<file path="src/rtl/core/prp_duplicate_discard_core_assert.svh">
// Assertion macros shared by the PRP duplicate discard RTL.
`ifndef PRP_DUPLICATE_DISCARD_CORE_ASSERT_SVH
`define PRP_DUPLICATE_DISCARD_CORE_ASSERT_SVH

// Same-cycle implication, disabled while reset is high.
`define PRP_DD_ASSERT_IMPL(label, clock, reset, ante, cons) \
  label: assert property (@(posedge clock) disable iff (reset) (ante) |-> (cons)) \
    else $error("prp_dd assertion failed");

// Next-cycle implication, disabled while reset is high.
`define PRP_DD_ASSERT_NEXT(label, clock, reset, ante, cons) \
  label: assert property (@(posedge clock) disable iff (reset) (ante) |=> (cons)) \
    else $error("prp_dd assertion failed");

// Next-cycle implication that is also checked during reset.
`define PRP_DD_ASSERT_ALWAYS(label, clock, ante, cons) \
  label: assert property (@(posedge clock) (ante) |=> (cons)) \
    else $error("prp_dd assertion failed");

`endif

</file>
<file path="src/rtl/core/prp_dd_ram.sv">
// Single-port synchronous RAM with registered read data.
`timescale 1ns / 1ps
`default_nettype none
module prp_dd_ram #(
  parameter int WIDTH     = 8,
  parameter int DEPTH     = 16,
  parameter int ADDR_BITS = 4
) (
  input  wire logic                 clk,
  input  wire logic                 we,
  input  wire logic [ADDR_BITS-1:0] addr,
  input  wire logic [WIDTH-1:0]     wdata,
  output logic      [WIDTH-1:0]     rdata
);

  logic [WIDTH-1:0] mem [DEPTH];

  always_ff @(posedge clk) begin
    if (we) begin
      mem[addr] <= wdata;
    end
    rdata <= mem[addr];
  end

endmodule
`default_nettype wire

</file>
<file path="config.mk">
export PLATFORM = sky130hd
export DESIGN_NAME = prp_dd_ram
export DESIGN_NICKNAME = d
export VERILOG_FILES = /design/src/rtl/core/prp_duplicate_discard_core_assert.svh /design/src/rtl/core/prp_dd_ram.sv
export SDC_FILE = /design/constraint.sdc
export NUM_CORES = 1
export LEC_CHECK = 0
export ABC_AREA = 1
export ABC_CLOCK_PERIOD_IN_PS = 4000
export BUFFER_PORTS_ARGS = -buffer_cell sky130_fd_sc_hd__buf_2
export CORE_ASPECT_RATIO = 0.8
export CORE_MARGIN = 3
export CORE_UTILIZATION = 45
export DETAILED_ROUTE_END_ITERATION = 6
export HOLD_SLACK_MARGIN = 0.06
export PLACE_DENSITY_LB_ADDON = 0.08
export SYNTH_ARGS = -nofsm -noshare
export SYNTH_HDL_FRONTEND = slang
export SYNTH_SLANG_ARGS = --single-unit
</file>
<file path="constraint.sdc">
create_clock -name clk -period 4 [get_ports clk]
set_input_delay 0.2 -clock clk [delete_from_list [all_inputs] [get_ports clk]]
set_output_delay 0.2 -clock clk [all_outputs]
set_load 0.01 [all_outputs]
</file>
==> run summary <==
Sequence of cells on the critical path -> buf_2 > buf_4 > nand3_1 > nor2_1
Number of global-route vias before repair -> 3,515
Library cell contributing the largest single delay on the critical path -> sky130_fd_sc_hd__nor2_1
Distinct cells, synth -> 11
Share of cell area taken by muxes after synthesis -> 0%
Cell types with the largest area share after synthesis -> sky130_fd_sc_hd__edfxtp_1 69%, sky130_fd_sc_hd__nand2_1 23%, sky130_fd_sc_hd__dfxtp_1 2.9%
Number of antenna repair diodes -> 0
FF-to-FF Start -> mem[6][6]$_DFFE_PP_
Cells on worst reg2reg path -> 8
Placer's final routability congestion estimate -> 0.803
Clock Latency Late Sink -> 0.41 ns
Average wire per cell in the routed design -> 16.8 µm
Nets in the synthesized netlist -> 562
Arithmetic-cell share of the synthesized area counting full adders, half adders and majority gates -> 0%
Number of nets with antenna violations after detailed routing -> 0
Yosys warning total -> 0
GRT Residual Overflow -> 0
Startpoint of the most critical hold path -> wdata[4]
Initial core utilization -> 47.3%
Standard cell area after detailed placement -> 5790 µm²
Maximum clock rate -> 501 MHz
Final non-filler cell area -> 6410 µm²
Clock tree from TritonCTS -> done
Post-detailed-routing wire length -> 12.3 mm
Global-route wire length before repair -> 19.4 mm
Max-slew violation total from the final report -> 0
Floorplan die area -> 13,800 µm²
Height of the die -> 106 µm
Share of cells above drive strength 1 -> 8.75%
Fraction of synthesized cell area in xor and xnor cells -> 0%
Run status -> finished clean
Share of flip-flops with an asynchronous set or reset -> 0%
Clock-pin slew on the worst setup and hold paths -> 0.06 ns
Worst reg2reg endpoint -> rdata[6]$_DFF_P_
Final hold violation count -> 0
Vias post-DR -> 3,608
Combined area of all synthesized cells -> 5590 µm²
Max FO, Critical Path -> 49
Net count, final -> 584
Area Overhead vs Synth -> 14.6%
Clk Tree Root Cell -> sky130_fd_sc_hd__clkbuf_16
Mean instance size in the synthesized netlist -> 10.2 µm²
Commonest cells in the netlist -> 346 x sky130_fd_sc_hd__nand2_1, 128 x sky130_fd_sc_hd__edfxtp_1, 21 x sky130_fd_sc_hd__inv_1
Worst voltage drop across the vdd grid -> 0.320 mV
Count of buffers from port buffering -> 21
Iter 0 DRT Violations -> 325
Post-synthesis compound-gate area fraction -> 0%
Register area share after synthesis -> 71.6%
Routed via count divided by cell count -> 4.94
Minimum clock period after layout -> 2.00 ns
Placeable core region -> 11,800 µm²
Largest net degree at the start of global routing -> 50
Type of destination of the critical path -> flop
Fraction of the cycle the final worst path needs -> 49.9%
Count of hold buffers inserted by post-cts repair -> 0
Post-cts repair resize count -> 0
Die X -> 131 µm
Antenna violations before repair -> 0
Power per cell area -> 536 nW/µm²
Required time at the endpoint of the critical path -> 4.04 ns
Type of the worst min-delay path -> in2reg
Max-cap violations -> 0
Normalized max-slew margin -> 50.1%
Total number of placement rows -> 35
Max H-tree Level -> 4
Sink Count -> 136
Buffers inserted by post-CTS timing repair -> 0
Count of flip-flops with a built-in enable after synthesis -> 128
Kind of cell with the highest combined delay on the critical path -> simple AND/OR/NAND/NOR gates
Number of clock buffers inserted by TritonCTS -> 17
Nature of the critical path startpoint -> primary input
Most area-hungry cell type in the Yosys netlist -> sky130_fd_sc_hd__edfxtp_1
1st-pass router iterations -> 5
Combinational family with the most area after synthesis -> simple AND/OR/NAND/NOR gates
Leak pwr -> 0.00275 µW
Crit Path Category -> in2reg
IO Pins -> 22
Hold-critical path endpoint -> mem[7][4]$_DFFE_PP_
Crit-path max cell delay -> 0.65 ns
WP buf/inv -> 2
DRC violation count after routing -> 0
Total half-perimeter wirelength after legalization and detailed placement -> 7.75 mm
Overall Global Routing Usage -> 19.3%
Internal reg-to-reg setup slack -> 2.97 ns
Clock skew -> 0.00753 ns
Flip-flop and latch count after synthesis -> 136
Cells after synthesis -> 548
Number of endpoints failing setup at the final stage -> 0
Area share of the leading cell type in the synthesized netlist -> 68.7%
Simple-Gate Fraction of Synth Area -> 24.8%
Primary flip-flop cell chosen by synthesis mapping -> sky130_fd_sc_hd__edfxtp_1
Most common cell in the netlist -> sky130_fd_sc_hd__nand2_1
Cell depth of the worst hold path -> 1
Post-route setup TNS -> 0 ns
Clock Tree Buf Depth -> 2
Worst slew pin tran -> 0.746 ns
Critical Path AT -> 2.04 ns
Setup repair after global routing missed its margin -> no
## worst register-to-register path: stages (launching register included)
cell                       delay [ns]
sky130_fd_sc_hd__edfxtp_1        0.37
sky130_fd_sc_hd__nand2_1         0.08
sky130_fd_sc_hd__nand2_1         0.08
sky130_fd_sc_hd__nand2_1         0.06
sky130_fd_sc_hd__nand2_1         0.06
sky130_fd_sc_hd__nand2_1         0.10
sky130_fd_sc_hd__nand2_1         0.07
sky130_fd_sc_hd__inv_1           0.05
sky130_fd_sc_hd__nand2_1         0.05
## report_power, final
group	internal [µW]	leakage (µW)	total (µW)	switching, µW
Combinational	48.1	0.00122	188	139
Clock	1100	0.000304	1640	544
Sequential	1590	0.00122	1600	8.67
## worst max-delay path by stage
stage,start,depth (start not counted),end,slack [ns]
6_report,addr[0],4,mem[3][0]$_DFFE_PP_,2.00
5_1_grt,addr[0],4,mem[2][6]$_DFFE_PP_,1.84
4_1_cts,addr[0],4,mem[3][7]$_DFFE_PP_,2.00
3_5_place_dp,addr[0],4,mem[3][3]$_DFFE_PP_,1.59
3_3_place_gp,addr[0],4,mem[3][7]$_DFFE_PP_,1.61
2_1_floorplan,addr[1],4,mem[3][0]$_DFFE_PP_,2.42
## metal layers
| metal | vias up | GRT usage, % | share of wire (%) |
|---|---|---|---|
| met5 | - | 0 | 0 |
| met4 | 0 | 7.20 | 1.7 |
| met3 | 18 | 4.41 | 4.0 |
| met2 | 89 | 27.6 | 45 |
| met1 | 1705 | 28.6 | 49 |
| li1 | 1796 | - | - |
## state kept, by name, indices dropped and copies added (netlist names)
register	cells
mem	128
rdata	8
## kinds of logic after synthesis
logic type | after synthesis
buffers and inverters | 44
DFF | 136
and+or+nand+nor | 368
## cell usage in the layout, fill, tap and decap left out
master,instances
sky130_fd_sc_hd__dfxtp_1,8
sky130_fd_sc_hd__clkinv_1,3
sky130_fd_sc_hd__clkbuf_16,17
sky130_fd_sc_hd__buf_4,3
sky130_fd_sc_hd__buf_2,21
sky130_fd_sc_hd__inv_1,21
sky130_fd_sc_hd__nand2_1,346
sky130_fd_sc_hd__bufinv_16,5
sky130_fd_sc_hd__clkbuf_1,4
sky130_fd_sc_hd__nand3_1,4
sky130_fd_sc_hd__inv_2,1
sky130_fd_sc_hd__edfxtp_1,128
sky130_fd_sc_hd__clkinv_2,4
sky130_fd_sc_hd__nor2_1,18
## per-stage QoR
step	util [%]	std cells	setup slack, ns	hold slack (ns)	total power [µW]
5_1_grt	54.2	731	1.84	0.236	3540
2_1_floorplan	-	548	2.42	0.299	1750
3_5_place_dp	49.0	699	1.59	0.596	1820
4_1_cts	54.2	731	2.00	0.225	3460
6_report	54.2	731	2.00	0.226	3430
3_3_place_gp	49.0	699	1.61	0.596	1820
## cell type report
type                            instances  area [µm²]
Timing Repair Buffer                   24         128
Sequential cell                       136        4000
Tap cell                              148         185
Clock inverter                         11         178
Clock buffer                           21         440
Multi-Input combinational cell        368        1390
Fill cell                            1034        5420
Inverter                               23        86.3
Note: power is estimated with default switching activity, not from simulation.
