$ cat config.mk
export PLATFORM = sky130hd
export DESIGN_NAME = prp_dd_cfg
export DESIGN_NICKNAME = d
export VERILOG_FILES = /design/src/rtl/core/prp_duplicate_discard_core_assert.svh /design/src/rtl/core/prp_dd_pkg.sv /design/src/rtl/core/prp_dd_cfg.sv
export SDC_FILE = /design/constraint.sdc
export NUM_CORES = 1
export LEC_CHECK = 0
export ABC_AREA = 1
export BUFFER_PORTS_ARGS = -buffer_cell sky130_fd_sc_hd__buf_2
export CAP_MARGIN = 20
export CORE_MARGIN = 10
export CORE_UTILIZATION = 47
export CTS_BUF_LIST = sky130_fd_sc_hd__clkbuf_4 sky130_fd_sc_hd__clkbuf_8
export DETAILED_ROUTE_END_ITERATION = 12
export PLACE_DENSITY = 0.92
export SLEW_MARGIN = 5
export SYNTH_ARGS = -nofsm -noshare
export SYNTH_HDL_FRONTEND = slang
export SYNTH_SLANG_ARGS = --single-unit
$ cat constraint.sdc
create_clock -name clk -period 1.62 [get_ports clk]
set_clock_uncertainty 0.1 [all_clocks]
set_input_delay 0.405 -clock clk [delete_from_list [all_inputs] [get_ports clk]]
set_output_delay 0.405 -clock clk [all_outputs]
set_load 0.02 [all_outputs]
$ cat src/rtl/core/prp_duplicate_discard_core_assert.svh
// Assertion macros shared by the PRP duplicate discard RTL.
`ifndef PRP_DUPLICATE_DISCARD_CORE_ASSERT_SVH
`define PRP_DUPLICATE_DISCARD_CORE_ASSERT_SVH

// Same-cycle implication, disabled while reset is high.
`define PRP_DD_ASSERT_IMPL(label, clock, reset, ante, cons) \
  label: assert property (@(posedge clock) disable iff (reset) (ante) |-> (cons)) \
    else $error("prp_dd assertion failed");

// Next-cycle implication, disabled while reset is high.
`define PRP_DD_ASSERT_NEXT(label, clock, reset, ante, cons) \
  label: assert property (@(posedge clock) disable iff (reset) (ante) |=> (cons)) \
    else $error("prp_dd assertion failed");

// Next-cycle implication that is also checked during reset.
`define PRP_DD_ASSERT_ALWAYS(label, clock, ante, cons) \
  label: assert property (@(posedge clock) (ante) |=> (cons)) \
    else $error("prp_dd assertion failed");

`endif

$ cat src/rtl/core/prp_dd_pkg.sv
// Package with types, constants and defaults of the PRP duplicate discard core.
`timescale 1ns / 1ps
`default_nettype none
package prp_dd_pkg;

  localparam int DEVICE_COUNT_DEFAULT    = 128;
  localparam int SLOT_INDEX_BITS_DEFAULT = 12;

  localparam logic [15:0] PRP_ETHERTYPE    = 16'h88BA;
  localparam logic [15:0] PRP_SUFFIX       = {8'h88, 8'hFB};
  localparam logic [16:0] ETH_HEADER_BYTES = 17'd14;
  localparam logic [16:0] MAX_FRAME_BYTES  = 17'h0FFFF;
  localparam logic [31:0] LIMIT_RESET      = 32'd20000000;

  localparam int          CFG_ADDR_BITS        = 3;
  localparam logic [0:0]  REG_INACTIVITY_LIMIT = 1'b0;

  typedef enum logic [1:0] {
    VERDICT_DROP  = 2'd0,
    VERDICT_PASS  = 2'd1,
    VERDICT_STRIP = 2'd2
  } verdict_t;

  typedef enum logic [2:0] {
    CAUSE_NONE      = 3'd0,
    CAUSE_LENGTH    = 3'd1,
    CAUSE_SUFFIX    = 3'd2,
    CAUSE_DEVICE    = 3'd3,
    CAUSE_DUPLICATE = 3'd4
  } cause_t;

  typedef enum logic [2:0] {
    S_INIT,
    S_IDLE,
    S_LOOKUP,
    S_DECIDE,
    S_CLEAR,
    S_COMMIT,
    S_DONE
  } state_t;

endpackage
`default_nettype wire

$ cat src/rtl/core/prp_dd_cfg.sv
// APB register block holding the inactivity limit.
`timescale 1ns / 1ps
`default_nettype none
module prp_dd_cfg (
  input  wire logic                               clk,
  input  wire logic                               rst,
  input  wire logic                               psel,
  input  wire logic                               penable,
  input  wire logic                               pwrite,
  input  wire logic [prp_dd_pkg::CFG_ADDR_BITS-1:0] paddr,
  input  wire logic [31:0]                        pwdata,
  output logic      [31:0]                        prdata,
  output logic                                    pready,
  output logic      [31:0]                        inactivity_limit_ns
);
  import prp_dd_pkg::*;

  logic [0:0] reg_index;
  logic       wr_limit;

  assign reg_index = paddr[CFG_ADDR_BITS-1:2];
  assign pready    = 1'b1;
  assign wr_limit  = psel && penable && pwrite && (reg_index == REG_INACTIVITY_LIMIT);
  assign prdata    = (reg_index == REG_INACTIVITY_LIMIT) ? inactivity_limit_ns : 32'd0;

  always_ff @(posedge clk) begin
    if (rst) begin
      inactivity_limit_ns <= LIMIT_RESET;
    end else if (wr_limit) begin
      inactivity_limit_ns <= pwdata;
    end
  end

endmodule
`default_nettype wire

==> impl_results.md, run 1 <==
- Post-CTS Setup Repair Bufs: 0
- Number of iterations in the first detailed-routing pass: 4
- Number of pins with negative max-slew slack in the final report: 0
- Tcrit/Tclk final: 0.930
- Setup-failing EPs final: 0
- Startpoint kind of the worst setup timing path: input port
- Die X: 78.9 µm
- Endpoint required time on the critical path: 1.11 ns
- FP Rows: 21
- CTS Buf Count: 5
- Half-perimeter wire length of the detailed placement result: 3.72 mm
- Yosys cell types: 15
- DR vias/cell: 4.39
- Worst reg2reg path depth: 2
- Pin count of the biggest net entering global routing: 35
- Crit. End Element: primary output
- Area grow syn2layout: 37.4%
- Via count: 1810
- Worst path cell trace: buf_4, nor2_1, buf_2
- Status: complete, no violations
- Weighted congestion reported at the end of routability-driven placement: 0.790
- Power per Cell Area: 743 nW/µm²
- Fraction of final layout cells with drive strength greater than 1: 0.333
- Largest incremental delay on the critical path: 0.32 ns
- Worst Path Class, Setup: in2out
- Boundary pin count: 105
- Maximum level of the CTS H-tree: 2
- Number of buffers on the longest clock path: 2
- Standby leakage power: 1.37 nW
- Total detailed-routing wirelength: 4.65 mm
- Congestion Overflow GR: 0
- Area inside the core boundary: 3340 µm²
- Number of antenna violations at the first check in global routing: 0
- Largest regs: inactivity_limit_ns: 32 flops
- Setup slack after placement: -0.101 ns
- Max-cap viol count: 0
- Arrival @ worst endpoint: 1.00 ns
- Wire length of the first global-routing pass: 7.67 mm
- Vias in the first global route: 1760
- DIE AREA: 6220 µm²
- Avg Synthesized Cell Area: 6.14 µm²
- Final min period: 1.51 ns
- Proportion of netlist area held by the largest area contributor: 0.394
- Cell Area, Synth: 1630 µm²
- Flip-flop count of the largest register after layout: 32
- Cell count after synthesis: 265
- Largest fanout of any net on the critical path: 34
- Classification of the worst-slack hold path: in2reg
- Net count after synthesis: 305
- Max Fclk: 664 MHz
- Starting density of the core: 0.488
- Fin. Hold Viols: 0
- Total of buffers placed on input and output ports: 101
- Largest register by flop count: inactivity_limit_ns
- Setup total negative slack: 0 ns
- Number of hold buffers added after CTS: 0
- DRC violations left: 0
- WL/cell: 11.3 µm
- Dpl cells: 404
- Number of clock sinks: 32
- Final ANT Viol Nets: 0
- Cell types with the largest area share after synthesis: sky130_fd_sc_hd__dfxtp_1, sky130_fd_sc_hd__nor2_1, sky130_fd_sc_hd__inv_1
- Clock latency on the worst-skew pair: 0.32 ns
- Die height: 78.9 µm
- Worst setup margin: 0.113 ns
- IR drop worst, VDD: 446 µV
- Synth Warn #: 0
- Total track usage: 0.149
- Setup repair after global routing missed its margin: no
- Number of cells on the worst hold path: 3
- Cell accounting for the most synthesized area: sky130_fd_sc_hd__dfxtp_1
- Fraction of the yosys area taken by sequential cells: 0.394
- Count of routing violations after the opening detailed-route iteration: 69
- Ant diodes: 0
- Post-route insts no fill: 412
- Number of nets at the end of the flow: 405
- Slowest stage cell, crit path: sky130_fd_sc_hd__buf_4
- CTS clock-pin slew for the worst setup and hold paths: 0.09 ns
- Clock tree root buffer cell: sky130_fd_sc_hd__clkbuf_4
- Number of synthesized register bits: 32
- Clock tree from TritonCTS: built
- Power, Total: 1.66 mW
==> final cells by class <==
class | count | area, µm²
fill | 324 | 1100
tap | 46 | 57.6
clock buffer | 8 | 66.3
inverter | 60 | 225
multi-input combinational | 158 | 662
sequential | 32 | 641
timing repair buffer | 108 | 586
==> cells by family after synthesis <==
logic type | share of synthesized area
simple gates | 0.404
buf+inv | 0.200
flops | 0.394
other cells | 0.00230
==> stage by stage <==
stage           util  hold slack [ns]  instance area (µm²)
5_1_grt        0.670            0.164                 2240
2_1_floorplan      -            0.431                 1630
3_5_place_dp   0.650            0.369                 2170
4_1_cts        0.670            0.177                 2240
6_report       0.670            0.190                 2240
3_3_place_gp   0.650            0.356                 2170
==> timing repair <==
| item | in CTS | in global routing |
|---|---|---|
| setup endpoints to repair | 32 | 0 |
| hold endpoints to repair | 0 | 0 |
| gates resized for setup | 1 | 0 |
==> worst max-delay path, delay by kind of cell <==
kind / cells / cell delay, ns
buffers and inverters: 2 / 0.49
and+or+nand+nor: 1 / 0.09
==> metal layers <==
layer,up-vias,part of all wire,global-route usage
li1,954,-,-
met2,61,0.52,0.285
met3,10,0.082,0.0574
met5,-,0,0
met4,0,0.021,0.0771
met1,785,0.38,0.133
==> worst paths after layout <==
kind | start | to | slack (ns)
max reg2reg | inactivity_limit_ns[3] | inactivity_limit_ns[3] | 0.90
max | paddr[2] | prdata[2] | 0.11
min reg2reg | inactivity_limit_ns[11] | inactivity_limit_ns[11] | 0.38
min | pwdata[21] | inactivity_limit_ns[21] | 0.19
==> placed cells by master, fill, tap and decap left out <==
cell,count
sky130_fd_sc_hd__nor2_1,80
sky130_fd_sc_hd__clkbuf_8,1
sky130_fd_sc_hd__nor2_4,1
sky130_fd_sc_hd__inv_2,2
sky130_fd_sc_hd__buf_2,100
sky130_fd_sc_hd__buf_4,6
sky130_fd_sc_hd__buf_12,2
sky130_fd_sc_hd__conb_1,1
sky130_fd_sc_hd__dfxtp_1,32
sky130_fd_sc_hd__nand3_1,32
sky130_fd_sc_hd__nor2_8,1
sky130_fd_sc_hd__nand2_2,2
sky130_fd_sc_hd__clkbuf_4,7
sky130_fd_sc_hd__nand2_1,41
sky130_fd_sc_hd__inv_1,58
==> cell usage after synthesis <==
cell type                  count
sky130_fd_sc_hd__dfxtp_1      32
sky130_fd_sc_hd__inv_2         2
sky130_fd_sc_hd__buf_1         2
sky130_fd_sc_hd__clkbuf_1      4
sky130_fd_sc_hd__buf_6         4
sky130_fd_sc_hd__buf_4         3
sky130_fd_sc_hd__buf_2         2
sky130_fd_sc_hd__inv_1        58
sky130_fd_sc_hd__nand2_1      41
sky130_fd_sc_hd__nand3_1      32
sky130_fd_sc_hd__nor2_1       80
sky130_fd_sc_hd__conb_1        1
sky130_fd_sc_hd__nor2_4        1
sky130_fd_sc_hd__nor2_8        1
sky130_fd_sc_hd__nand2_2       2
==> power by group <==
part / switching (mW) / internal [mW]
registers: 0.0191 / 0.814
clock network: 0.251 / 0.248
logic: 0.205 / 0.126
total: 0.475 / 1.19
Power figures use the tool's default switching activity.
==> inputs of run 2 (changes only) <==
Settings changed: REMOVE_ABC_BUFFERS set to 1.
==> run 2 against run 1 <==
Setup slack better by 0.011 ns. Global-route usage decreased by 0.51 points. Critical path depth stayed put. Cell count fell by 0.24%. Largest cell class unchanged. Total power is essentially flat. Register-to-register slack better by 0.02 ns. First-iteration DRC count shrank 35%. Final area decreased by 0.34%. Sequential cell count unchanged. Critical endpoint is now prdata[30]. Worst hold slack lost 0.0031 ns. Sequential share of layout area up 0.096 points.
==> impl_results.md, run 2 (synthesized netlist as in run 1, its figures left out) <==
- Status: complete, no violations
- Most common cell after layout, fill and taps aside: sky130_fd_sc_hd__buf_2
- Worst path cell trace: buf_4, nor2_1, buf_2
- Die X: 78.9 µm (unchanged)
- Setup total negative slack: 0 ns (unchanged)
- Congestion Overflow GR: 0 (unchanged)
- WL/cell: 11.1 µm (-1.2%)
- Largest incremental delay on the critical path: 0.32 ns (about the same)
- Flip-flop count of the largest register after layout: 32 (unchanged)
- DRC violations left: 0 (unchanged)
- Classification of the worst-slack hold path: in2reg
- P_sw: 0.477 mW (+0.32%)
- Weighted congestion reported at the end of routability-driven placement: 0.746 (-5.6%)
- Clock tree from TritonCTS: built
- Sequential fraction of design power: 0.501 (about the same)
- Count of routing violations after the opening detailed-route iteration: 45 (-35%)
- Starting density of the core: 0.488 (unchanged)
- Setup repair after global routing missed its margin: no
- Total of buffers placed on input and output ports: 101 (unchanged)
- Max Fclk: 668 MHz (+0.74%)
- Post-CTS Setup Repair Bufs: 0 (unchanged)
- Worst Hold Margin: 0.187 ns (-0.00308 ns)
- Max-cap viol count: 0 (unchanged)
- DRT met1 WL: 1.79 mm (+2.6%)
- Worst Path Class, Setup: in2out
- Final ANT Viol Nets: 0 (unchanged)
- Fraction of final layout cells with drive strength greater than 1: 0.332 (-0.00183)
- Total track usage: 0.144 (-0.00510)
- Via count: 1753 (-3.1%)
- Area inside the core boundary: 3340 µm² (unchanged)
- Maximum level of the CTS H-tree: 2 (unchanged)
- DR vias/cell: 4.27 (-2.9%)
- Startpoint kind of the worst setup timing path: input port
- Largest regs: inactivity_limit_ns: 32 flops
- Ant diodes: 0 (unchanged)
- CTS clock-pin slew for the worst setup and hold paths: 0.10 ns (about the same)
- Tcrit/Tclk final: 0.923 (-0.00685)
- Clock tree root buffer cell: sky130_fd_sc_hd__clkbuf_4
- Half-perimeter wire length of the detailed placement result: 3.68 mm (-1.1%)
- Power per Cell Area: 746 nW/µm² (+0.35%)
- Number of pins with negative max-slew slack in the final report: 0 (unchanged)
- Crit. End Element: primary output
- Total detailed-routing wirelength: 4.58 mm (-1.5%)
- Largest fanout of any net on the critical path: 34 (unchanged)
- Slowest stage cell, crit path: sky130_fd_sc_hd__buf_4
- Final min period: 1.50 ns (-0.0111 ns)
- Internal Pwr Total: 1.19 mW (-0.11%)
- Largest register by flop count: inactivity_limit_ns
- Die height: 78.9 µm (unchanged)
- Fraction of power spent switching nets: 0.287 (+0.000879)
- CP top delay family: buffers and inverters
- Area grow syn2layout: 37.0%
- Setup-failing EPs final: 0 (unchanged)
- Wire length on met2: 2.30 mm (-5.2%)
- Vias in the first global route: 1687 (-4.1%)
- Clock latency on the worst-skew pair: 0.32 ns (about the same)
- Fin. Hold Viols: 0 (unchanged)
- Met3 WL: 439 µm (+15%)
- CP Buf/Inv Count: 2 (unchanged)
- Pin count of the biggest net entering global routing: 35 (unchanged)
- Number of antenna violations at the first check in global routing: 0 (unchanged)
- Comb pwr share: 0.198 (about the same)
- Standby leakage power: 1.37 nW (-0.37%)
- Number of clock sinks: 32 (unchanged)
- IR drop worst, VDD: 516 µV (+16%)
- Commonest cells after routing, fill and taps aside: sky130_fd_sc_hd__buf_2, sky130_fd_sc_hd__nor2_1, sky130_fd_sc_hd__inv_1
- DIE AREA: 6220 µm² (unchanged)
- Arrival @ worst endpoint: 0.99 ns (about the same)
- Endpoint required time on the critical path: 1.11 ns (about the same)
- Wire length of the first global-routing pass: 7.47 mm (-2.5%)
- Relative contribution of the clock network to total power: 0.301 (about the same)
- Number of iterations in the first detailed-routing pass: 2 (-2)
- Top layer used by detailed routing: met4
- R2R setup slack: 0.92 ns (+0.02 ns)
- Number of buffers on the longest clock path: 2 (unchanged)
- FP Rows: 21 (unchanged)
- Number of nets at the end of the flow: 404 (-0.25%)
- Number of hold buffers added after CTS: 0 (unchanged)
- CTS Buf Count: 5 (unchanged)
- Boundary pin count: 105 (unchanged)
## run 2: what timing repair did
action | in CTS | in global routing
hold endpoints to repair | 0 | 0
endpoints found under the setup margin | 32 | 0
resized for setup | 1 | 0
## run 2: stage by stage
stage	area (µm²)	total power [mW]	setup WS (ns)	utilization	std cells
final	2230	1.66	0.124	0.668	411
after global routing	2230	1.75	0.00283	0.668	411
after CTS	2230	1.68	0.114	0.668	411
after detailed placement	2160	1.18	-0.119	0.648	403
after global placement	2160	1.18	-0.0616	0.648	403
after floorplan	1530	1.03	0.259	-	250
## run 2: worst paths after layout
check | start | end | cells after the start
worst max-delay path | paddr[2] | prdata[30] | 3
worst min-delay path | pwdata[16] | inactivity_limit_ns[16] | 3
worst max register to register | inactivity_limit_ns[0] | inactivity_limit_ns[0] | 2
worst min register to register | inactivity_limit_ns[16] | inactivity_limit_ns[16] | 2
## run 2: power by group through the flow
| stage | registers (mW) | logic (mW) | clock network (mW) |
|---|---|---|---|
| 6_report | 0.833 | 0.330 | 0.500 |
| 3_5_place_dp | 0.852 | 0.333 | 0 |
| 3_3_place_gp | 0.850 | 0.326 | 0 |
| 4_1_cts | 0.833 | 0.334 | 0.511 |
| 2_1_floorplan | 0.885 | 0.149 | 0 |
| 5_1_grt | 0.838 | 0.367 | 0.548 |
## run 2: cell type report
class | instances | area, µm²
fill | 313 | 1110
multi-input combinational | 158 | 662
sequential | 32 | 641
timing repair buffer | 107 | 578
inverter | 60 | 225
clock buffer | 8 | 66.3
tap | 46 | 57.6
## run 2: layer usage
layer	vias to the layer above	GRT usage
li1	953	-
met1	736	0.137
met2	58	0.269
met3	6	0.0698
met4	0	0.0430
met5	-	0
## run 2: worst reg2reg max path, cell delays in order, from the launching register on
cell and delay [ns]:
sky130_fd_sc_hd__dfxtp_1 0.33, sky130_fd_sc_hd__nor2_1 0.12, sky130_fd_sc_hd__nor2_1 0.06
